[config.mk]
export PLATFORM = sky130hd
export DESIGN_NAME = run_length_byte_decoder
export DESIGN_NICKNAME = d
export VERILOG_FILES = /design/src/rtl/rld_pkg.sv /design/src/rtl/rld_in_reg.sv /design/src/rtl/rld_out_reg.sv /design/src/rtl/rld_core.sv /design/src/rtl/run_length_byte_decoder.sv
export SDC_FILE = /design/constraint.sdc
export NUM_CORES = 1
export LEC_CHECK = 0
export ABC_AREA = 1
export BUFFER_PORTS_ARGS = -buffer_cell sky130_fd_sc_hd__buf_2
export CAP_MARGIN = 20
export CORE_MARGIN = 2
export CORE_UTILIZATION = 45
export DETAILED_ROUTE_END_ITERATION = 7
export SYNTH_ARGS = -nofsm -noshare
export SYNTH_HDL_FRONTEND = slang
export SYNTH_SLANG_ARGS = --single-unit
[constraint.sdc]
create_clock -name clk -period 4.6 [get_ports clk]
set_clock_uncertainty 0.05 [all_clocks]
set_input_delay 0.23 -clock clk [delete_from_list [all_inputs] [get_ports clk]]
set_output_delay 0.23 -clock clk [all_outputs]
set_load 0.01 [all_outputs]
[src/rtl/rld_pkg.sv]
`default_nettype none

package rld_pkg;

    localparam int unsigned ByteWidth  = 8;
    localparam int unsigned CountWidth = 16;

    // Control codes above this value announce a run; others a literal group.
    localparam logic [ByteWidth-1:0] RunBase   = 8'h80;
    // Run length is code minus this value (2..128).
    localparam logic [ByteWidth-1:0] RunOffset = 8'h7F;

    typedef struct packed {
        logic [ByteWidth-1:0] in_byte;
        logic                 start_image;
    } in_item_t;

    typedef struct packed {
        logic [ByteWidth-1:0] out_byte;
        logic [ByteWidth-1:0] repeat_count;
        logic                 last_of_image;
        logic                 truncated;
    } out_item_t;

    typedef enum logic [3:0] {
        PH_DONE = 4'b0001,
        PH_CTRL = 4'b0010,
        PH_LIT  = 4'b0100,
        PH_RUN  = 4'b1000
    } phase_t;

endpackage : rld_pkg

`default_nettype wire

[src/rtl/rld_in_reg.sv]
`default_nettype none

module rld_in_reg
    import rld_pkg::*;
(
    input  wire logic     clk,
    input  wire logic     rst_n,
    input  wire logic     in_valid,
    output logic          in_ready,
    input  wire in_item_t in_data,
    output logic          item_valid,
    input  wire logic     item_take,
    output in_item_t      item_data
);

    logic     valid_reg;
    in_item_t data_reg;

    assign in_ready   = !valid_reg || item_take;
    assign item_valid = valid_reg;
    assign item_data  = data_reg;

    always_ff @(posedge clk or negedge rst_n)
    begin
        if (!rst_n)
        begin
            valid_reg <= 1'b0;
        end
        else if (in_ready)
        begin
            valid_reg <= in_valid;
        end
    end

    always_ff @(posedge clk)
    begin
        if (in_ready && in_valid)
        begin
            data_reg <= in_data;
        end
    end

endmodule : rld_in_reg

`default_nettype wire

[src/rtl/rld_out_reg.sv]
`default_nettype none

module rld_out_reg
    import rld_pkg::*;
(
    input  wire logic      clk,
    input  wire logic      rst_n,
    input  wire logic      res_valid,
    output logic           res_ready,
    input  wire out_item_t res_data,
    output logic           out_valid,
    input  wire logic      out_ready,
    output out_item_t      out_data
);

    logic      valid_reg;
    out_item_t data_reg;

    assign res_ready = !valid_reg || out_ready;
    assign out_valid = valid_reg;
    assign out_data  = data_reg;

    always_ff @(posedge clk or negedge rst_n)
    begin
        if (!rst_n)
        begin
            valid_reg <= 1'b0;
        end
        else if (res_ready)
        begin
            valid_reg <= res_valid;
        end
    end

    always_ff @(posedge clk)
    begin
        if (res_ready && res_valid)
        begin
            data_reg <= res_data;
        end
    end

endmodule : rld_out_reg

`default_nettype wire

[src/rtl/rld_core.sv]
`default_nettype none

module rld_core
    import rld_pkg::*;
(
    input  wire logic                  clk,
    input  wire logic                  rst_n,
    input  wire logic                  cfg_wr_en,
    input  wire logic [CountWidth-1:0] cfg_wr_data,
    input  wire logic                  item_valid,
    output logic                       item_take,
    input  wire in_item_t              item_data,
    output logic                       res_valid,
    input  wire logic                  res_ready,
    output out_item_t                  res_data
);

    logic [CountWidth-1:0] image_bytes_reg;
    phase_t                phase_reg, phase_next;
    logic [ByteWidth-1:0]  literals_left_reg, literals_left_next;
    logic [ByteWidth-1:0]  run_length_reg, run_length_next;
    logic [CountWidth-1:0] bytes_left_reg, bytes_left_next;

    logic                  emit;
    logic [ByteWidth-1:0]  cnt;
    logic [CountWidth-1:0] bl_after;
    logic                  last;
    logic                  trunc;
    logic [ByteWidth-1:0]  b;

    assign item_take = item_valid && res_ready;
    assign b         = item_data.in_byte;

    always_comb
    begin
        phase_next         = phase_reg;
        literals_left_next = literals_left_reg;
        run_length_next    = run_length_reg;
        bytes_left_next    = bytes_left_reg;
        emit               = 1'b0;
        cnt                = 8'd1;
        bl_after           = bytes_left_reg - 16'd1;
        last               = 1'b0;
        trunc              = 1'b0;

        if (item_data.start_image)
        begin
            bytes_left_next    = image_bytes_reg;
            literals_left_next = '0;
            run_length_next    = '0;
            if (image_bytes_reg == '0)
            begin
                phase_next = PH_DONE;
            end
            else if (b > RunBase)
            begin
                run_length_next = b - RunOffset;
                phase_next      = PH_RUN;
            end
            else
            begin
                literals_left_next = b;
                phase_next         = PH_LIT;
            end
        end
        else
        begin
            unique case (phase_reg)
                PH_CTRL:
                begin
                    if (b > RunBase)
                    begin
                        run_length_next = b - RunOffset;
                        phase_next      = PH_RUN;
                    end
                    else
                    begin
                        literals_left_next = b;
                        phase_next         = PH_LIT;
                    end
                end
                PH_LIT:
                begin
                    emit            = 1'b1;
                    bl_after        = bytes_left_reg - 16'd1;
                    bytes_left_next = bl_after;
                    last            = (bl_after == '0);
                    trunc           = last && (literals_left_reg != '0);
                    if (last)
                    begin
                        phase_next         = PH_DONE;
                        literals_left_next = '0;
                    end
                    else if (literals_left_reg == '0)
                    begin
                        phase_next = PH_CTRL;
                    end
                    else
                    begin
                        literals_left_next = literals_left_reg - 8'd1;
                    end
                end
                PH_RUN:
                begin
                    emit = 1'b1;
                    if ({8'd0, run_length_reg} > bytes_left_reg)
                    begin
                        // bytes_left is below the run length here, so it fits in a byte
                        cnt   = bytes_left_reg[ByteWidth-1:0];
                        trunc = 1'b1;
                    end
                    else
                    begin
                        cnt = run_length_reg;
                    end
                    bl_after        = bytes_left_reg - {8'd0, cnt};
                    bytes_left_next = bl_after;
                    last            = (bl_after == '0);
                    phase_next      = last ? PH_DONE : PH_CTRL;
                    run_length_next = '0;
                end
                default:
                begin
                    // done: byte dropped
                end
            endcase
        end
    end

    assign res_valid              = item_valid && emit;
    assign res_data.out_byte      = b;
    assign res_data.repeat_count  = cnt;
    assign res_data.last_of_image = last;
    assign res_data.truncated     = trunc;

    always_ff @(posedge clk or negedge rst_n)
    begin
        if (!rst_n)
        begin
            image_bytes_reg   <= '0;
            phase_reg         <= PH_DONE;
            literals_left_reg <= '0;
            run_length_reg    <= '0;
            bytes_left_reg    <= '0;
        end
        else
        begin
            if (cfg_wr_en)
            begin
                image_bytes_reg <= cfg_wr_data;
            end
            if (item_take)
            begin
                phase_reg         <= phase_next;
                literals_left_reg <= literals_left_next;
                run_length_reg    <= run_length_next;
                bytes_left_reg    <= bytes_left_next;
            end
        end
    end

    a_emit_phase: assert property (@(posedge clk) disable iff (!rst_n)
        res_valid |-> !item_data.start_image && (phase_reg == PH_LIT || phase_reg == PH_RUN))
        else $error("result from a phase that takes no data byte");

    a_trunc_last: assert property (@(posedge clk) disable iff (!rst_n)
        res_valid && res_data.truncated |-> res_data.last_of_image)
        else $error("truncated result does not close the image");

    a_done_empty: assert property (@(posedge clk) disable iff (!rst_n)
        phase_reg == PH_DONE |-> bytes_left_reg == '0)
        else $error("done phase with bytes still owed");

    a_count_nonzero: assert property (@(posedge clk) disable iff (!rst_n)
        res_valid |-> res_data.repeat_count != '0)
        else $error("result with zero repeat count");

    a_last_to_done: assert property (@(posedge clk) disable iff (!rst_n)
        item_take && res_valid && res_data.last_of_image |=> phase_reg == PH_DONE)
        else $error("image completed but phase not done");

endmodule : rld_core

`default_nettype wire

[src/rtl/run_length_byte_decoder.sv]
// Path: a result is registered in the output register after its input transfer has passed
//   the input register and then the decode logic.
// Throughput: one compressed byte per cycle while the output register can take a result;
//   the byte-budget and phase update is a single pass of 16-bit subtract/compare logic.
// Reset (rst_n, async, active low): image size 0, phase done, both stages empty.
// Control bytes and dropped bytes are consumed without a result.
`default_nettype none

module run_length_byte_decoder
    import rld_pkg::*;
(
    input  wire logic                  clk,
    input  wire logic                  rst_n,

    // image size register write
    input  wire logic                  cfg_wr_en,
    input  wire logic [CountWidth-1:0] cfg_wr_data,

    // compressed byte stream
    input  wire logic                  in_valid,
    output logic                       in_ready,
    input  wire in_item_t              in_data,

    // decoded byte/count stream
    output logic                       out_valid,
    input  wire logic                  out_ready,
    output out_item_t                  out_data
);

    // input register -> decode
    logic      item_valid;
    logic      item_take;
    in_item_t  item_data;

    // decode -> output register
    logic      res_valid;
    logic      res_ready;
    out_item_t res_data;

    // Input stage: takes a transfer whenever empty or draining this cycle.
    rld_in_reg u_in_reg (
        .clk        (clk),
        .rst_n      (rst_n),
        .in_valid   (in_valid),
        .in_ready   (in_ready),
        .in_data    (in_data),
        .item_valid (item_valid),
        .item_take  (item_take),
        .item_data  (item_data)
    );

    // Decode: phase, literal/run counters and byte budget live here. A byte
    // is consumed only when the output register can take whatever it yields.
    rld_core u_core (
        .clk         (clk),
        .rst_n       (rst_n),
        .cfg_wr_en   (cfg_wr_en),
        .cfg_wr_data (cfg_wr_data),
        .item_valid  (item_valid),
        .item_take   (item_take),
        .item_data   (item_data),
        .res_valid   (res_valid),
        .res_ready   (res_ready),
        .res_data    (res_data)
    );

    // Output stage: holds a finished result while the next byte is decoded.
    rld_out_reg u_out_reg (
        .clk       (clk),
        .rst_n     (rst_n),
        .res_valid (res_valid),
        .res_ready (res_ready),
        .res_data  (res_data),
        .out_valid (out_valid),
        .out_ready (out_ready),
        .out_data  (out_data)
    );

endmodule : run_length_byte_decoder

`default_nettype wire
==> reports/results.txt, run 1 <==
Total Routing Usage GR = 0.247
Post-Route WL = 15400 µm
Post-DP HPWL = 11900 µm
Clk network pwr share = 0.158
Largest net degree at the start of global routing = 55
# rows = 40
Setup crit end kind = flip-flop
Gpl congestion = 0.952
Core area = 12000 µm²
Psw = 2.14 mW
# setup viols final = 0
Die area = 13100 µm²
Hold WC Path Type = input port to flip-flop
PortBufs = 49
Internal = 2.07 mW
Area fraction of the dominant cell type after synthesis = 0.242
CTS tree = built
Crit path DAT = 4.23 ns
Max-cap viol count = 0
Fraction of registers with async set/reset = 0.667
CTS sink cnt = 81
Max reg flops = 18
Die Span Y = 114 µm
Final Hold Fails = 0
Synth top area cells = dfrtp_1 (24%), edfxtp_1 (15%), nand2_1 (14%), inv_1 (7.5%), nor2_1 (7.3%)
Seq pwr share = 0.279
Unrepaired setup endpoints after global routing = false
PostCTS Resize Cnt = 0
Setup TNS Final = 0 ns
Dominant synthesized flop cell = dfrtp_1
Layout cells sized above 1 = 0.129
Pwr Total = 4.22 mW
Vias per cell = 5.32
Required @ worst endpoint = 4.79 ns
Worst setup SP type = flip-flop
Number of cells in the finished layout apart from fillers = 977
Die W = 114 µm
Met1 usage = 0.364
P&R area growth vs syn = 13.8%
Total CTS buffers = 9
Synth Register Bits = 81
Met2 usage = 0.367
Vias in the first global route = 4803
First-pass GRT wire length = 24700 µm
Clk Latency, worst-skew pair = 0.35 ns
Final Cycle Share = 0.877
Maximum clock rate = 248 MHz
Antenna viol nets, final = 0
# DRC = 0
Status = completed
Post-CTS setup buffers = 0
Fill count = 1204
Finished Core Util = 0.520
PwrDens = 677 nW/µm²
Leak = 3.07 nW
N_diodes = 0
EDFF count, synth = 27
Comb power frac = 0.562
Total gr overflow = 0
Antenna violations before repair = 0
I/O pins = 50
Routed len/inst = 15.7 µm
DR pass1 iterations = 7
Syn nets = 819
Initial cell density of the core = 0.457
Max-slew headroom = 0.514
Nets = 878
H-tree depth = 3
Root Driver = clkbuf_16
Synth Instances = 766
Cell Area, Synth = 5470 µm²
Worst ir drop on vdd = 0.254 mV
Top Usage Layer GRT = met2
WS Path Type = flip-flop to flip-flop
Clock Path Buffers = 2
GRT met3 Usage = 0.0466
Switching part of the total = 0.508
Mean area per synthesized cell = 7.14 µm²
Worst-path clk slew = 0.06 ns
Iteration-0 DRC Markers = 414
Critical path peak fanout = 10
Post-synth top area cell = dfrtp_1
Seq/Total Area, Yosys = 0.395
Synth unique cells = 42
Via count = 5196
Least-Margin Pin Slew = 0.730 ns
Placed cells = 952
Pins Over Slew Limit = 0
Yosys warns = 0
Final min period = 4.04 ns
## worst paths after layout
check	start	end	slack (ns)	depth (start not counted)
max reg2reg	u_core.bytes_left_reg[1]	u_core.phase_reg[1]	0.56	26
max	u_core.bytes_left_reg[1]	u_core.phase_reg[1]	0.56	26
min	in_data[7]	u_in_reg.item_data[7]	0.009	1
max in group asynchronous	rst_n	u_core.bytes_left_reg[2]	3.51	3
min reg2reg	u_core.literals_left_reg[6]	u_core.literals_left_reg[6]	0.44	2
min in group asynchronous	rst_n	u_core.image_bytes_reg[15]	0.51	3
## power by group through the flow
stage	Sequential [mW]	Clock [mW]	Combinational [mW]
global placement	1.18	0	2.32
global route	1.20	0.707	2.67
floorplan	1.13	0	1.72
finish	1.18	0.667	2.37
detailed placement	1.18	0	2.32
CTS	1.17	0.679	2.33
## worst max-delay path, cell delays in order, from the launching register on
cell and delay [ns]:
dfrtp_1 0.42, inv_1 0.20, ha_1 0.28, a21oi_1 0.16
o21ai_0 0.10, nand2_1 0.06, o211ai_1 0.07, nand2_1 0.23
inv_2 0.13, or2_2 0.30, o21ai_1 0.15, inv_1 0.10
fa_1 0.47, inv_1 0.12, nand3_1 0.10, nand2_1 0.10
nand2_1 0.11, nand3_1 0.10, nand2_1 0.05, nand2_1 0.13
nand3_1 0.09, nor2_1 0.14, nand2_1 0.07, nand2_1 0.06
nand2_1 0.05, nand2_1 0.06, nand2_1 0.04
## cell families after synthesis
kind of cell             count (synthesis)  synth area share
adder cells (fa/ha/maj)                 23            0.0540
AO/OA/AOI/OAI                          112             0.118
XOR/XNOR                                 9            0.0144
AND/OR/NAND/NOR                        413             0.328
flip-flops                              81             0.395
buffers and inverters                  128            0.0897
## layout make-up
type                    instances  area, µm²  share of cell area
repair buffers                 61        358              0.0575
flip-flops and latches         81       2160               0.348
well taps                     147        184              0.0296
inverters                     115        437              0.0702
clock buffers                  11        233              0.0374
clock inverters                 5       32.5             0.00523
multi-input cells             557       2820               0.453
## per-stage QoR
step / hold WS (ns) / setup WS, ns / instance area, µm²
2_1_floorplan: -0.116 / 1.14 / 5470
3_3_place_gp: 0.358 / 0.754 / 5870
3_5_place_dp: 0.358 / 0.619 / 5870
4_1_cts: 0.00196 / 0.628 / 6220
5_1_grt: 0.00297 / 0.122 / 6220
6_report: 0.00882 / 0.565 / 6220
## Yosys cell counts (4+ instances only)
library cell	number
a21oi_1	23
buf_2	4
clkbuf_1	9
dfrtp_1	53
edfxtp_1	27
ha_1	22
inv_1	109
inv_2	5
nand2_1	206
nand2_2	8
nand3_1	49
nand4_1	14
nor2_1	106
nor2_2	12
nor3_1	4
o21ai_0	59
o21ai_1	4
o221ai_1	6
o22ai_1	7
xor2_1	6
## placed cells by master, fill, tap and decap left out, types with 2 or more instances in the layout
| cell | count |
|---|---|
| a211oi_1 | 3 |
| nor2_1 | 106 |
| clkinv_2 | 3 |
| inv_2 | 5 |
| nand2_1 | 206 |
| xor2_1 | 6 |
| nand3_1 | 49 |
| dfrtp_1 | 53 |
| clkbuf_1 | 2 |
| a21oi_1 | 23 |
| nor3_1 | 4 |
| dlygate4sd3_1 | 9 |
| buf_4 | 3 |
| nand3_2 | 3 |
| o211ai_1 | 3 |
| xnor2_1 | 3 |
| buf_2 | 49 |
| nor2_4 | 2 |
| clkinv_4 | 2 |
| and3_1 | 2 |
| nand2_2 | 8 |
| clkbuf_16 | 9 |
| nor2_2 | 12 |
| o22ai_1 | 7 |
| nand4_1 | 14 |
| nand2_4 | 2 |
| ha_1 | 22 |
| edfxtp_1 | 27 |
| o21ai_0 | 59 |
| inv_1 | 109 |
| o21ai_1 | 4 |
| o221ai_1 | 6 |
## what timing repair did
action,CTS,global route
hold buffers,9,0
endpoints found under the setup margin,0,0
hold endpoints to repair,19,0
## per-layer routing
metal,vias up,part of all wire
li1,2591,-
met4,0,0.020
met3,26,0.053
met5,-,0
met2,172,0.44
met1,2407,0.49
Power figures use the tool's default switching activity.
==> run 2, diff against run 1 <==
--- a/config.mk
+++ b/config.mk
@@ -9,8 +9,9 @@
 export BUFFER_PORTS_ARGS = -buffer_cell sky130_fd_sc_hd__buf_2
 export CAP_MARGIN = 20
 export CORE_MARGIN = 2
-export CORE_UTILIZATION = 45
+export CORE_UTILIZATION = 55
 export DETAILED_ROUTE_END_ITERATION = 7
+export PLACE_DENSITY = 0.75
 export SYNTH_ARGS = -nofsm -noshare
 export SYNTH_HDL_FRONTEND = slang
 export SYNTH_SLANG_ARGS = --single-unit
==> run 2 against run 1 <==
  * Flip-flop and latch count stayed put
  * Non-clock buffer count is 1 higher
  * Die area is 18% lower
  * Worst setup slack better by 0.022 ns
  * Sequential power hardly changed
  * First-iteration DRC count is 8.2% lower
  * Total power is 0.84% lower
  * Critical path depth stayed put
  * Critical endpoint unchanged
  * Highest routed layer unchanged
==> reports/results.txt, run 2 (synthesized netlist as in run 1, its figures left out) <==
Total CTS buffers = 9
Final WS setup = 0.587 ns
Die area = 10800 µm²
Maximum clock rate = 249 MHz
H-tree depth = 3
Routed len/inst = 15.9 µm
CTS tree = built
Internal = 2.03 mW
Hold WC Path Type = input port to flip-flop
Largest net degree at the start of global routing = 55
PostCTS Resize Cnt = 0
Root Driver = clkbuf_8
Final min period = 4.01 ns
Min Hold Slack = 0.0249 ns
Max-slew headroom = 0.507
Status = completed
Final Cycle Share = 0.872
First-pass GRT wire length = 25000 µm
Worst setup SP type = flip-flop
Post-Place Worst Slack = 0.645 ns
Worst-path clk slew = 0.10 ns
PwrDens = 676 nW/µm²
# hold bufs at CTS = 10
Most common cell after layout, fill and taps aside = nand2_1
Number of cells in the finished layout apart from fillers = 964
Antenna viol nets, final = 0
Final Hold Fails = 0
I/O pins = 50
Core area = 9730 µm²
Die W = 104 µm
Vias per cell = 5.53
DR pass1 iterations = 5
Initial cell density of the core = 0.562
Required @ worst endpoint = 4.81 ns
Setup TNS Final = 0 ns
Max-cap viol count = 0
Iteration-0 DRC Markers = 380
Via count = 5331
Switching part of the total = 0.513
Post-DP HPWL = 11700 µm
Crit path DAT = 4.22 ns
Worst ir drop on vdd = 0.280 mV
Die Span Y = 104 µm
Clk Latency, worst-skew pair = 0.36 ns
Finished Core Util = 0.636
Leak = 3.06 nW
Gpl congestion = 0.973
Least-Margin Pin Slew = 0.740 ns
Unrepaired setup endpoints after global routing = false
Post-Route WL = 15400 µm
Antenna violations before repair = 0
Clk network pwr share = 0.149
Seq pwr share = 0.281
Slowest CP cell = dfrtp_1
Total Routing Usage GR = 0.293
CTS sink cnt = 81
Clock Path Buffers = 2
Commonest cells after routing, fill and taps aside = nand2_1 (206), inv_1 (109), nor2_1 (106)
# DRC = 0
# setup viols final = 0
Pins Over Slew Limit = 0
Psw = 2.15 mW
PortBufs = 49
Vias in the first global route = 5024
Setup crit end kind = flip-flop
# rows = 36
Slowest stage delay, CP = 0.46 ns
Layout cells sized above 1 = 0.131
Post-CTS setup buffers = 0
WS Path Type = flip-flop to flip-flop
N_diodes = 0
Most used cell along the critical path = nand2_1
Max reg flops = 18
Comb power frac = 0.571
Critical path peak fanout = 10
Placed cells = 938
Nets = 879
P&R area growth vs syn = 13.1%
Total gr overflow = 0
==> run 2: cell types whose count changed in the layout (fill, tap and decap cells not counted), sizes merged <==
| cell | before | now |
|---|---|---|
| bufinv | 0 | 2 |
| clkinv | 5 | 3 |
| clkbuf | 11 | 10 |
| dlygate4sd3 | 9 | 10 |
| inv | 115 | 116 |
==> run 2: layer usage <==
| metal | part of all wire | vias to the layer above | global-route usage |
|---|---|---|---|
| li1 | - | 2590 | - |
| met1 | 0.44 | 2475 | 0.410 |
| met2 | 0.45 | 235 | 0.454 |
| met3 | 0.077 | 31 | 0.0548 |
| met4 | 0.028 | 0 | 0.113 |
| met5 | 0 | - | 0 |
==> run 2: stage by stage <==
stage,power (mW),area (µm²)
floorplan,2.85,5470
global placement,3.46,5850
detailed placement,3.49,5850
CTS,4.13,6190
global route,4.54,6190
finish,4.18,6190
==> run 2: critical path, delay by kind of cell, from the launching register on <==
| kind | cells | cell delay (ns) |
|---|---|---|
| buf+inv | 4 | 0.47 |
| compound gates | 4 | 0.46 |
| fa+ha+maj | 2 | 0.78 |
| flops | 1 | 0.46 |
| simple gates | 16 | 1.67 |
==> run 2: worst paths after layout <==
kind,startpoint,slack (ns),cells after the start,to
max,u_core.bytes_left_reg[3],0.59,26,u_core.phase_reg[1]
min,cfg_wr_data[11],0.02,3,u_core.image_bytes_reg[11]
max reg2reg,u_core.bytes_left_reg[3],0.59,26,u_core.phase_reg[1]
min reg2reg,u_core.literals_left_reg[6],0.46,2,u_core.literals_left_reg[6]
max in group asynchronous,rst_n,3.52,3,u_core.bytes_left_reg[0]
min in group asynchronous,rst_n,0.49,3,u_core.bytes_left_reg[15]
==> run 2: final cells by class <==
| type | instances | area [µm²] |
|---|---|---|
| fill | 936 | 3540 |
| timing repair buffer | 62 | 368 |
| clock inverter | 6 | 97.6 |
| multi-input combinational | 557 | 2820 |
| inverter | 115 | 437 |
| clock buffer | 10 | 138 |
| sequential | 81 | 2160 |
| tap | 133 | 166 |
==> run 2: power groups by stage <==
stage / clock (mW) / combinational, mW / sequential [mW]
3_3_place_gp: 0 / 2.29 / 1.17
4_1_cts: 0.625 / 2.34 / 1.16
3_5_place_dp: 0 / 2.31 / 1.18
6_report: 0.621 / 2.39 / 1.17
5_1_grt: 0.661 / 2.68 / 1.20
2_1_floorplan: 0 / 1.72 / 1.13
